`src/hw/rtl/qspp_pkg.sv`:
```
// ----------------------------------------------------------------------------
// Quadrature speed PID PWM package
// Shared widths, constants, register indexes, decode helper and the request
// type of the shared multiplier.
// ----------------------------------------------------------------------------
`default_nettype none

package qspp_pkg;

  // Pulse counter, integral accumulator and speed formats.
  localparam int COUNT_BITS = 16;
  localparam int SUM_BITS   = 24;
  localparam int SPEED_FRAC = 12;
  localparam int SPEED_W    = 16;
  localparam int GAIN_FRAC  = 8;
  localparam int DER_W      = 20;

  // Shared multiplier: signed operands, full-width signed product.
  // The operand width covers the widest PID quantity (the control sum).
  localparam int MUL_W  = 28;
  localparam int PROD_W = 2 * MUL_W;
  localparam int ACC_W  = MUL_W;
  localparam int DX_W   = 27;

  // Floor division by five through a reciprocal multiply and a correction.
  localparam int DIV5_SHIFT = 28;
  localparam logic [MUL_W-1:0] DIV5_MULT = MUL_W'((64'd1 << DIV5_SHIFT) / 5);

  // PWM mapping.
  localparam int PWM_SHIFT = SPEED_FRAC + GAIN_FRAC;
  localparam logic [7:0] DEAD_ZONE = 8'd15;
  localparam logic [7:0] DUTY_MAX  = 8'd255;

  // Stream payload widths.
  localparam int IN_DATA_W  = 24;
  localparam int OUT_DATA_W = 40;

  // Configuration port.
  localparam int CFG_IDX_W = 4;
  localparam int CFG_W     = 16;

  localparam logic [CFG_IDX_W-1:0] REG_COUNT_TO_SPEED = 4'd0;
  localparam logic [CFG_IDX_W-1:0] REG_GAIN_P         = 4'd1;
  localparam logic [CFG_IDX_W-1:0] REG_GAIN_I         = 4'd2;
  localparam logic [CFG_IDX_W-1:0] REG_GAIN_D         = 4'd3;
  localparam logic [CFG_IDX_W-1:0] REG_INTEGRAL_LIMIT = 4'd4;
  localparam logic [CFG_IDX_W-1:0] REG_STOP_SPEED     = 4'd5;
  localparam logic [CFG_IDX_W-1:0] REG_PWM_OFFSET     = 4'd6;
  localparam logic [CFG_IDX_W-1:0] REG_PWM_SCALE      = 4'd7;

  // Register values after reset.
  localparam logic [15:0] INTEGRAL_LIMIT_RST = 16'd1229;
  localparam logic [15:0] STOP_SPEED_RST     = 16'd287;
  localparam logic [15:0] PWM_OFFSET_RST     = 16'd2376;
  localparam logic [15:0] PWM_SCALE_RST      = 16'd4211;

  // Count direction of one decoded phase step.
  localparam logic [1:0] DIR_HOLD = 2'd0;
  localparam logic [1:0] DIR_UP   = 2'd1;
  localparam logic [1:0] DIR_DOWN = 2'd2;

  // One input item as it sits in tdata, lowest field at bit 0.
  typedef struct packed {
    logic [15:0] target_speed;
    logic        pid_tick;
    logic        window_end;
    logic        enc_b;
    logic        enc_a;
  } in_item_t;

  // Operand pair for the shared multiplier.
  typedef struct packed {
    logic signed [MUL_W-1:0] a;
    logic signed [MUL_W-1:0] b;
  } mul_req_t;

  // Decode a quadrature step; phases are {A, B}. No change and a double
  // change both hold the count.
  function automatic logic [1:0] quad_dir(input logic [1:0] last, input logic [1:0] now);
    logic [3:0] code;
    logic [1:0] dir;
    code = {last, now};
    dir  = DIR_HOLD;
    if (code inside {4'b0001, 4'b0111, 4'b1110, 4'b1000}) begin
      dir = DIR_DOWN;
    end else if (code inside {4'b0010, 4'b1011, 4'b1101, 4'b0100}) begin
      dir = DIR_UP;
    end
    return dir;
  endfunction

endpackage

`default_nettype wire

```
`src/hw/rtl/qspp_mul.sv`:
```
// ----------------------------------------------------------------------------
// Quadrature speed PID PWM shared multiplier
// Signed multiplier with a registered product, shared by every multiply step of the
// speed and PID sequence.
// ----------------------------------------------------------------------------
`default_nettype none

module qspp_mul (
  input  wire logic                                  clk,
  input  wire qspp_pkg::mul_req_t                    req,
  output logic signed [qspp_pkg::PROD_W-1:0]         prod
);

  // The product is registered and lands in the cycle after the operands are presented.
  always_ff @(posedge clk) begin
    prod <= req.a * req.b;
  end

endmodule

`default_nettype wire

```
`src/hw/rtl/quadrature_speed_pid_pwm.sv`:
```
// Each accepted item is decoded and its result registered; window_end adds one multiplier
// pass (the speed latch) and pid_tick adds five passes (the PID step and PWM mapping).
// No new item is taken until the sequencer, walking its steps through the single shared
// multiplier, has handed its result to the output register and returned to idle.
// A finished result waits in the output register while the next item is taken.
// Reset (rst, synchronous, active high) clears control and block state, loads register defaults.
// ----------------------------------------------------------------------------
// Quadrature speed PID PWM
// Decodes encoder phases into a saturating pulse count, converts the count
// to speed at each window end and runs a PID step with PWM mapping on each
// PID tick, all multiplies through one shared multiplier.
// ----------------------------------------------------------------------------
`default_nettype none

module quadrature_speed_pid_pwm (
  input  wire logic                                clk,
  input  wire logic                                rst,
  // Input stream.
  input  wire logic                                s_axis_tvalid,
  output logic                                     s_axis_tready,
  // enc_a[0], enc_b[1], window_end[2], pid_tick[3], target_speed[19:4], zero[23:20]
  input  wire logic [qspp_pkg::IN_DATA_W-1:0]      s_axis_tdata,
  // Result stream.
  output logic                                     m_axis_tvalid,
  input  wire logic                                m_axis_tready,
  // pwm_duty[7:0], speed_now[23:8], pulse_total[39:24]
  output logic [qspp_pkg::OUT_DATA_W-1:0]          m_axis_tdata,
  // Configuration writes.
  input  wire logic                                cfg_we,
  input  wire logic [qspp_pkg::CFG_IDX_W-1:0]      cfg_index,
  input  wire logic [qspp_pkg::CFG_W-1:0]          cfg_data
);

  localparam int CB = qspp_pkg::COUNT_BITS;
  localparam int SB = qspp_pkg::SUM_BITS;
  localparam int DX = qspp_pkg::DX_W;

  // Sequencer states.
  localparam logic [3:0] S_IDLE = 4'd0;
  localparam logic [3:0] S_DEC  = 4'd1;
  localparam logic [3:0] S_WMUL = 4'd2;
  localparam logic [3:0] S_WEND = 4'd3;
  localparam logic [3:0] S_ERR  = 4'd4;
  localparam logic [3:0] S_MP   = 4'd5;
  localparam logic [3:0] S_MI   = 4'd6;
  localparam logic [3:0] S_MD   = 4'd7;
  localparam logic [3:0] S_DSUM = 4'd8;
  localparam logic [3:0] S_MDIV = 4'd9;
  localparam logic [3:0] S_DCOR = 4'd10;
  localparam logic [3:0] S_CTL  = 4'd11;
  localparam logic [3:0] S_MPWM = 4'd12;
  localparam logic [3:0] S_PWM  = 4'd13;
  localparam logic [3:0] S_DONE = 4'd14;

  // Saturation bounds.
  localparam logic signed [CB-1:0] CNT_MAX = {1'b0, {(CB-1){1'b1}}};
  localparam logic signed [CB-1:0] CNT_MIN = {1'b1, {(CB-1){1'b0}}};
  localparam logic signed [CB-1:0] CNT_ONE = CB'(1);
  localparam logic signed [SB:0]   SUM_MAX = {2'b00, {(SB-1){1'b1}}};
  localparam logic signed [SB:0]   SUM_MIN = {2'b11, {(SB-1){1'b0}}};
  localparam logic signed [DX-1:0] DER_MAX =
    {{(DX-qspp_pkg::DER_W+1){1'b0}}, {(qspp_pkg::DER_W-1){1'b1}}};
  localparam logic signed [DX-1:0] DER_MIN =
    {{(DX-qspp_pkg::DER_W+1){1'b1}}, {(qspp_pkg::DER_W-1){1'b0}}};
  localparam logic signed [DX-1:0] DX_ONE  = DX'(1);
  localparam logic signed [DX-1:0] DX_FIVE = DX'(5);
  localparam logic signed [32:0]   PT_MAX  = 33'sd32767;
  localparam logic signed [32:0]   PT_MIN  = -33'sd32768;

  // Sequencer and handshake registers.
  logic [3:0] state;
  logic [3:0] state_next;
  logic       out_valid;
  logic       slot_free;
  qspp_pkg::in_item_t in_reg;
  logic [qspp_pkg::OUT_DATA_W-1:0] out_data;

  // Configuration registers.
  logic [11:0] count_to_speed;
  logic [15:0] gain_p;
  logic [15:0] gain_i;
  logic [15:0] gain_d;
  logic [15:0] integral_limit;
  logic [15:0] stop_speed;
  logic [15:0] pwm_offset;
  logic [15:0] pwm_scale;

  // Block state.
  logic [1:0]                      last_phase;
  logic signed [CB-1:0]            window_count;
  logic [15:0]                     measured_speed;
  logic [15:0]                     earlier_speed;
  logic signed [SB-1:0]            error_sum;
  logic signed [qspp_pkg::DER_W-1:0] smoothed_derivative;
  logic [7:0]                      drive_value;

  // PID working registers.
  logic signed [16:0]              err;
  logic signed [qspp_pkg::ACC_W-1:0] acc;
  logic signed [DX-1:0]            dx;

  // Shared multiplier.
  qspp_pkg::mul_req_t              mul_req;
  logic signed [qspp_pkg::PROD_W-1:0] prod;
  logic signed [qspp_pkg::PROD_W-1:0] prod_gain;

  // Combinational helpers.
  logic [1:0]                      dir;
  logic signed [CB-1:0]            count_next;
  logic [CB-1:0]                   count_mag;
  logic [15:0]                     speed_sat;
  logic signed [16:0]              err_now;
  logic signed [16:0]              speed_diff;
  logic signed [SB:0]              sum_wide;
  logic signed [SB-1:0]            sum_sat;
  logic signed [qspp_pkg::PROD_W-1:0] lim_pos;
  logic signed [qspp_pkg::PROD_W-1:0] i_term;
  logic signed [DX-1:0]            q0;
  logic signed [DX-1:0]            rem;
  logic signed [DX-1:0]            q_fix;
  logic signed [DX-1:0]            der_sat;
  logic [qspp_pkg::PROD_W-1:0]     pwm_wide;
  logic [7:0]                      duty;
  logic signed [32:0]              wc_wide;
  logic [15:0]                     pulse16;

  qspp_mul u_mul (
    .clk  (clk),
    .req  (mul_req),
    .prod (prod)
  );

  assign s_axis_tready = (state == S_IDLE);
  assign m_axis_tvalid = out_valid;
  assign m_axis_tdata  = out_data;
  assign slot_free     = !out_valid || m_axis_tready;

  // Phase decode and saturating pulse count.
  assign dir = qspp_pkg::quad_dir(last_phase, {in_reg.enc_a, in_reg.enc_b});

  always_comb begin
    count_next = window_count;
    if (dir == qspp_pkg::DIR_UP && window_count != CNT_MAX) begin
      count_next = window_count + CNT_ONE;
    end else if (dir == qspp_pkg::DIR_DOWN && window_count != CNT_MIN) begin
      count_next = window_count - CNT_ONE;
    end
  end

  assign count_mag = window_count[CB-1] ? unsigned'(-window_count) : unsigned'(window_count);

  // Speed from the registered product, saturated to the speed range.
  assign speed_sat = (|prod[qspp_pkg::PROD_W-1:qspp_pkg::SPEED_W]) ? 16'hFFFF :
                     prod[qspp_pkg::SPEED_W-1:0];

  // Speed error and error accumulation with standstill clear.
  assign err_now    = $signed({1'b0, in_reg.target_speed}) - $signed({1'b0, measured_speed});
  assign speed_diff = $signed({1'b0, earlier_speed}) - $signed({1'b0, measured_speed});
  assign sum_wide   = (SB+1)'(error_sum) + (SB+1)'(err_now);

  always_comb begin
    if (sum_wide > SUM_MAX) begin
      sum_sat = SB'(SUM_MAX);
    end else if (sum_wide < SUM_MIN) begin
      sum_sat = SB'(SUM_MIN);
    end else begin
      sum_sat = SB'(sum_wide);
    end
  end

  // Gains are Q8.8, so gain products carry eight fraction bits; the arithmetic shift gives the floor.
  assign prod_gain = prod >>> qspp_pkg::GAIN_FRAC;

  // Integral term clamp.
  assign lim_pos = $signed(qspp_pkg::PROD_W'(integral_limit));

  always_comb begin
    if (prod_gain > lim_pos) begin
      i_term = lim_pos;
    end else if (prod_gain < -lim_pos) begin
      i_term = -lim_pos;
    end else begin
      i_term = prod_gain;
    end
  end

  // Floor division by five: reciprocal estimate, then one correction.
  assign q0  = DX'(prod >>> qspp_pkg::DIV5_SHIFT);
  assign rem = dx - (q0 <<< 2) - q0;

  always_comb begin
    if (rem < 0) begin
      q_fix = q0 - DX_ONE;
    end else if (rem >= DX_FIVE) begin
      q_fix = q0 + DX_ONE;
    end else begin
      q_fix = q0;
    end
    if (q_fix > DER_MAX) begin
      der_sat = DER_MAX;
    end else if (q_fix < DER_MIN) begin
      der_sat = DER_MIN;
    end else begin
      der_sat = q_fix;
    end
  end

  // PWM mapping with dead zone and upper clamp.
  assign pwm_wide = unsigned'(prod >>> qspp_pkg::PWM_SHIFT);

  always_comb begin
    if (acc <= 0) begin
      duty = 8'd0;
    end else if (|pwm_wide[qspp_pkg::PROD_W-1:8]) begin
      duty = qspp_pkg::DUTY_MAX;
    end else if (pwm_wide[7:0] <= qspp_pkg::DEAD_ZONE) begin
      duty = 8'd0;
    end else begin
      duty = pwm_wide[7:0];
    end
  end

  // Reported pulse count, clamped to 16 bits.
  assign wc_wide = 33'(window_count);
  assign pulse16 = (wc_wide > PT_MAX) ? 16'h7FFF :
                   (wc_wide < PT_MIN) ? 16'h8000 : wc_wide[15:0];

  // Multiplier operand selection per sequencer step.
  always_comb begin
    mul_req.a = '0;
    mul_req.b = '0;
    case (state)
      S_WMUL: begin
        mul_req.a = $signed(qspp_pkg::MUL_W'(count_mag));
        mul_req.b = $signed(qspp_pkg::MUL_W'(count_to_speed));
      end
      S_MP: begin
        mul_req.a = qspp_pkg::MUL_W'(err);
        mul_req.b = $signed(qspp_pkg::MUL_W'(gain_p));
      end
      S_MI: begin
        mul_req.a = qspp_pkg::MUL_W'(error_sum);
        mul_req.b = $signed(qspp_pkg::MUL_W'(gain_i));
      end
      S_MD: begin
        mul_req.a = qspp_pkg::MUL_W'(speed_diff);
        mul_req.b = $signed(qspp_pkg::MUL_W'(gain_d));
      end
      S_MDIV: begin
        mul_req.a = qspp_pkg::MUL_W'(dx);
        mul_req.b = $signed(qspp_pkg::DIV5_MULT);
      end
      S_MPWM: begin
        mul_req.a = acc;
        mul_req.b = $signed(qspp_pkg::MUL_W'(pwm_scale));
      end
      default: begin
        mul_req.a = '0;
        mul_req.b = '0;
      end
    endcase
  end

  // Next-state logic.
  always_comb begin
    state_next = state;
    case (state)
      S_IDLE: begin
        if (s_axis_tvalid) begin
          state_next = S_DEC;
        end
      end
      S_DEC: begin
        if (in_reg.window_end) begin
          state_next = S_WMUL;
        end else if (in_reg.pid_tick) begin
          state_next = S_ERR;
        end else begin
          state_next = S_DONE;
        end
      end
      S_WMUL: state_next = S_WEND;
      S_WEND: state_next = in_reg.pid_tick ? S_ERR : S_DONE;
      S_ERR:  state_next = S_MP;
      S_MP:   state_next = S_MI;
      S_MI:   state_next = S_MD;
      S_MD:   state_next = S_DSUM;
      S_DSUM: state_next = S_MDIV;
      S_MDIV: state_next = S_DCOR;
      S_DCOR: state_next = S_CTL;
      S_CTL:  state_next = S_MPWM;
      S_MPWM: state_next = S_PWM;
      S_PWM:  state_next = S_DONE;
      S_DONE: begin
        if (slot_free) begin
          state_next = S_IDLE;
        end
      end
      default: state_next = S_IDLE;
    endcase
  end

  // Sequencer and result handshake.
  always_ff @(posedge clk) begin
    if (rst) begin
      state     <= S_IDLE;
      out_valid <= 1'b0;
    end else begin
      state <= state_next;
      if (state == S_DONE && slot_free) begin
        out_valid <= 1'b1;
      end else if (m_axis_tready) begin
        out_valid <= 1'b0;
      end
    end
  end

  // Input latch and result register.
  always_ff @(posedge clk) begin
    if (state == S_IDLE && s_axis_tvalid) begin
      in_reg <= qspp_pkg::in_item_t'(s_axis_tdata[$bits(qspp_pkg::in_item_t)-1:0]);
    end
    if (state == S_DONE && slot_free) begin
      out_data <= {pulse16, measured_speed, drive_value};
    end
  end

  // Configuration register writes.
  always_ff @(posedge clk) begin
    if (rst) begin
      count_to_speed <= '0;
      gain_p         <= '0;
      gain_i         <= '0;
      gain_d         <= '0;
      integral_limit <= qspp_pkg::INTEGRAL_LIMIT_RST;
      stop_speed     <= qspp_pkg::STOP_SPEED_RST;
      pwm_offset     <= qspp_pkg::PWM_OFFSET_RST;
      pwm_scale      <= qspp_pkg::PWM_SCALE_RST;
    end else if (cfg_we) begin
      case (cfg_index)
        qspp_pkg::REG_COUNT_TO_SPEED: count_to_speed <= cfg_data[11:0];
        qspp_pkg::REG_GAIN_P:         gain_p         <= cfg_data;
        qspp_pkg::REG_GAIN_I:         gain_i         <= cfg_data;
        qspp_pkg::REG_GAIN_D:         gain_d         <= cfg_data;
        qspp_pkg::REG_INTEGRAL_LIMIT: integral_limit <= cfg_data;
        qspp_pkg::REG_STOP_SPEED:     stop_speed     <= cfg_data;
        qspp_pkg::REG_PWM_OFFSET:     pwm_offset     <= cfg_data;
        qspp_pkg::REG_PWM_SCALE:      pwm_scale      <= cfg_data;
        default: ;
      endcase
    end
  end

  // Measurement and control state, updated step by step.
  always_ff @(posedge clk) begin
    if (rst) begin
      last_phase          <= '0;
      window_count        <= '0;
      measured_speed      <= '0;
      earlier_speed       <= '0;
      error_sum           <= '0;
      smoothed_derivative <= '0;
      drive_value         <= '0;
    end else begin
      case (state)
        S_DEC: begin
          window_count <= count_next;
          last_phase   <= {in_reg.enc_a, in_reg.enc_b};
        end
        S_WEND: begin
          measured_speed <= speed_sat;
          window_count   <= '0;
        end
        S_ERR: begin
          error_sum <= (measured_speed <= stop_speed) ? '0 : sum_sat;
        end
        S_DCOR: begin
          smoothed_derivative <= qspp_pkg::DER_W'(der_sat);
        end
        S_PWM: begin
          drive_value   <= duty;
          earlier_speed <= measured_speed;
        end
        default: ;
      endcase
    end
  end

  // PID working registers (payload, no reset).
  always_ff @(posedge clk) begin
    case (state)
      S_ERR: err <= err_now;
      S_MI: begin
        // Current speed plus the proportional term.
        acc <= qspp_pkg::ACC_W'($signed({1'b0, measured_speed}))
             + qspp_pkg::ACC_W'(prod_gain);
      end
      S_MD: acc <= acc + qspp_pkg::ACC_W'(i_term);
      S_DSUM: begin
        // Four times the old derivative plus the raw derivative.
        dx <= (DX'(smoothed_derivative) <<< 2) + DX'(prod_gain);
      end
      S_CTL: begin
        acc <= acc + qspp_pkg::ACC_W'(smoothed_derivative)
             + $signed(qspp_pkg::ACC_W'(pwm_offset));
      end
      default: ;
    endcase
  end

endmodule

`default_nettype wire

```
`config.mk`:
```
export PLATFORM = sky130hd
export DESIGN_NAME = quadrature_speed_pid_pwm
export DESIGN_NICKNAME = d
export VERILOG_FILES = /design/src/hw/rtl/qspp_pkg.sv /design/src/hw/rtl/qspp_mul.sv /design/src/hw/rtl/quadrature_speed_pid_pwm.sv
export SDC_FILE = /design/constraint.sdc
export NUM_CORES = 2
export LEC_CHECK = 0
export BUFFER_PORTS_ARGS = -buffer_cell sky130_fd_sc_hd__buf_2
export CAP_MARGIN = 25
export CORE_MARGIN = 5
export CORE_UTILIZATION = 30
export CTS_CLUSTER_DIAMETER = 60
export DETAILED_ROUTE_END_ITERATION = 7
export PLACE_DENSITY = 0.55
export SYNTH_ARGS = -nofsm -noshare
export SYNTH_HDL_FRONTEND = slang
export SYNTH_SLANG_ARGS = --single-unit
```
`constraint.sdc`:
```
create_clock -name clk -period 9.7 [get_ports clk]
set_input_delay 1.94 -clock clk [delete_from_list [all_inputs] [get_ports clk]]
set_output_delay 1.94 -clock clk [all_outputs]
set_load 0.01 [all_outputs]
```
==> impl_metrics.csv <==
group,metric,value,unit
synthesis,syn_inst,6028,
critical_path,crit_top_cell,"fa_1",
floorplanning,die_y,428,µm
cells_and_area,finalNetCount,7660,
critical_path,end_kind,"flop",
synthesis,synth_area,0.0523,mm²
critical_path,slowest_stage,"fa_1",
grt,grt_use_total,19.7,%
cells_and_area,layout.cells.non_filler,8822,
cts,cts_num_sinks,419,
sta,grt_setup_unrepaired,"true",
floorplanning,num_rows,153,
run_status,violations,"setup timing",
cts,clk_pin_slew,0.06,ns
place,io_buffers,86,
cells_and_area,final_common_cell,"inv_1",
sta,fin_ws,-0.173,ns
sta,worstMarginPinSlew,1.11,ns
routing,top_layer,"met4",
critical_path,crit_fanout,8,
power,p_total,11100,µW
floorplanning,die_area,0.183,mm²
grt,antenna_found_initial,9,
synthesis,yosys_warnings,0,
sta,whs,0.433,ns
routing,drt_iter0_markers,3610,
synthesis,async_flop_share,0,%
cts,cts_root_buffer,"clkbuf_16",
place,place.detailed.hpwl,150000,µm
floorplanning,io_pins,91,
cells_and_area,drive_above_1_share,14.8,%
place,dp_cells,8666,
cells_and_area,nFillCells,17800,
routing,drc,0,
cts,clock_latency,0.70,ns
grt,grt_overflow,0,
cts,clk_path_buf_depth,3,
synthesis,ys_seq_elements,419,
critical_path,cpPeakStageDelay,0.57,ns
grt,grt_pass1_vias,45000,
sta,min_period,9.87,ns
cts,holdBufCountCts,0,
critical_path,cp.arrival,10.40,ns
cts,cts_buffers,54,
sta,final-setup-viol-count,10,
routing,wl_met3,11400,µm
sta,fin_crit_sh,102,%
cells_and_area,largest_reg_flops,56,
sta,slew_headroom,25.7,%
cells_and_area,area_delta_synth_final,18.3,%
grt,grt_max_degree,78,
power,leakagePower,0.0292,µW
floorplanning,core_area,0.174,mm²
critical_path,cp_data_required_time,10.23,ns
routing,wl,182000,µm
run,drv_cap,0,
routing,wl_met2,82600,µm
synthesis,syn-num-nets,7237,
synthesis,yosys_most_used_dff,"dfxtp_1",
floorplanning,fp.dieW,428,µm
routing,vias_per_cell,5.02,
routing,wl_per_cell,20.6,µm
synthesis,syn_avg_cell_area,8.68,µm²
cells_and_area,mostFrequentLayoutCells,"inv_1 (1076), fa_1 (645), nand2_1 (554), nor2_1 (551), buf_4 (477)",
critical_path,crit_type,"reg2reg",
synthesis,yosysSeqAreaShare,18.6,%
critical_path,start_kind,"flop",
cts,htreeDepth,2,
routing,drt-met1-wl,79400,µm
sta,max_freq,0.101,GHz
routing,firstDrtPassIters,6,
cells_and_area,insertedDiodeCount,0,
synthesis,yosysUniqueCellTypes,92,
power,peakVddDrop,0.192,mV
sta,fin_skew,0.0989,ns
routing,drtAntennaViolNets,0,
cts,cts_tree,"done",
place,gp_congestion,0.924,
grt,grt_pass1_wl,277000,µm
sta,hold_violations,0,
cells_and_area,top_register,"u_mul.prod",
run_status,status,"finished with violations",
synthesis,synth-edff-count,132,
sta,report.final.slew_viol_count,0,
hold_path,min_path_type,"reg2reg",
floorplanning,start_util,30.1,%
power,pwr_density_cell,180,mW/mm²
critical_path,regToRegSetupSlack,-0.17,ns
routing,dr_total_vias,44300,
## Yosys cell counts, types with 56 or more instances
| cell type | n | area [µm²] |
|---|---|---|
| ha_1 | 484 | 6060 |
| fa_1 | 676 | 13500 |
| inv_1 | 1107 | 4160 |
| nor2b_1 | 56 | 350 |
| o21ai_0 | 163 | 816 |
| nand3_1 | 92 | 460 |
| nor3_1 | 81 | 405 |
| mux2i_1 | 64 | 641 |
| xnor2_1 | 164 | 1440 |
| dfxtp_1 | 287 | 5750 |
| xor2_1 | 74 | 648 |
| edfxtp_1 | 132 | 3960 |
| nand2_1 | 557 | 2090 |
| nor2_1 | 572 | 2150 |
| clkbuf_1 | 225 | 845 |
| a21o_1 | 80 | 601 |
| a21oi_1 | 299 | 1500 |
## layer usage
layer  track usage, %  vias to the layer above
li1                 -                    20600
met1             26.7                    21800
met2             32.3                     1470
met3             2.24                      320
met4             7.39                        0
met5                0                        -
## cells by family (layout without fill, tap and decap cells)
logic type / after synthesis / in the layout / share of synthesized area [%]
AOI/OAI and AO/OA: 1065 / 1065 / 13.9
xor gates and xnor gates: 239 / 239 / 4.01
adders and majority gates: 1160 / 1160 / 37.4
buffers and inverters: 1346 / 1815 / 9.69
DFF: 419 / 419 / 18.6
muxes: 65 / 65 / 1.25
and+or+nand+nor: 1734 / 1734 / 15.2
## final timing paths
kind / startpoint / to / depth (start not counted)
worst max-delay path: measured_speed[2]$_SDFFE_PP0P_ / u_mul.prod[52]$_DFF_P_ / 43
worst min register to register: drive_value[0]$_SDFFE_PP0N_ / m_axis_tdata[0]$_DFFE_PP_ / 0
worst max register to register: measured_speed[2]$_SDFFE_PP0P_ / u_mul.prod[52]$_DFF_P_ / 43
worst min-delay path: drive_value[0]$_SDFFE_PP0N_ / m_axis_tdata[0]$_DFFE_PP_ / 0
## timing repair
action / CTS / global route
gates resized for setup: 157 / 99
endpoints found under the setup margin: 26 / 31
setup buffers: 46 / 12
pin swaps: 84 / 128
## worst max-delay path: cells and delay by family (launching register included)
| family | cells | cell delay [ns] |
|---|---|---|
| fa+ha+maj | 9 | 4.17 |
| compound gates | 19 | 3.36 |
| buf+inv | 9 | 0.85 |
| simple gates | 5 | 0.81 |
| flops | 1 | 0.34 |
| xor+xnor | 1 | 0.15 |
## metrics by stage
| step | utilization [%] | area (µm²) | worst slack (ns) | TNS, ns |
|---|---|---|---|---|
| floorplan | - | 52400 | 0.00283 | 0 |
| detailed placement | 33.8 | 58700 | -1.05 | -15.83 |
| global route | 35.7 | 61900 | -0.547 | -7.23 |
| global placement | 33.8 | 58600 | -0.947 | -13.94 |
| finish | 35.7 | 61900 | -0.173 | -1.06 |
| CTS | 35.4 | 61500 | -0.397 | -3.03 |
## power breakdown
part | internal [µW] | switching [µW]
clock | 1200 | 873
combinational | 2680 | 4040
sequential | 2040 | 282
total | 5920 | 5200
## layout make-up
| cell class | instances | area [µm²] | area share, % |
|---|---|---|---|
| Clock buffer | 75 | 1520 | 2.46 |
| Clock inverter | 27 | 317 | 0.511 |
| Inverter | 1107 | 4160 | 6.72 |
| Multi-Input combinational cell | 4263 | 38600 | 62.3 |
| Sequential cell | 419 | 9710 | 15.7 |
| Tap cell | 2325 | 2910 | 4.70 |
| Timing Repair Buffer | 606 | 4730 | 7.64 |
Note: power is estimated with default switching activity, not from simulation.
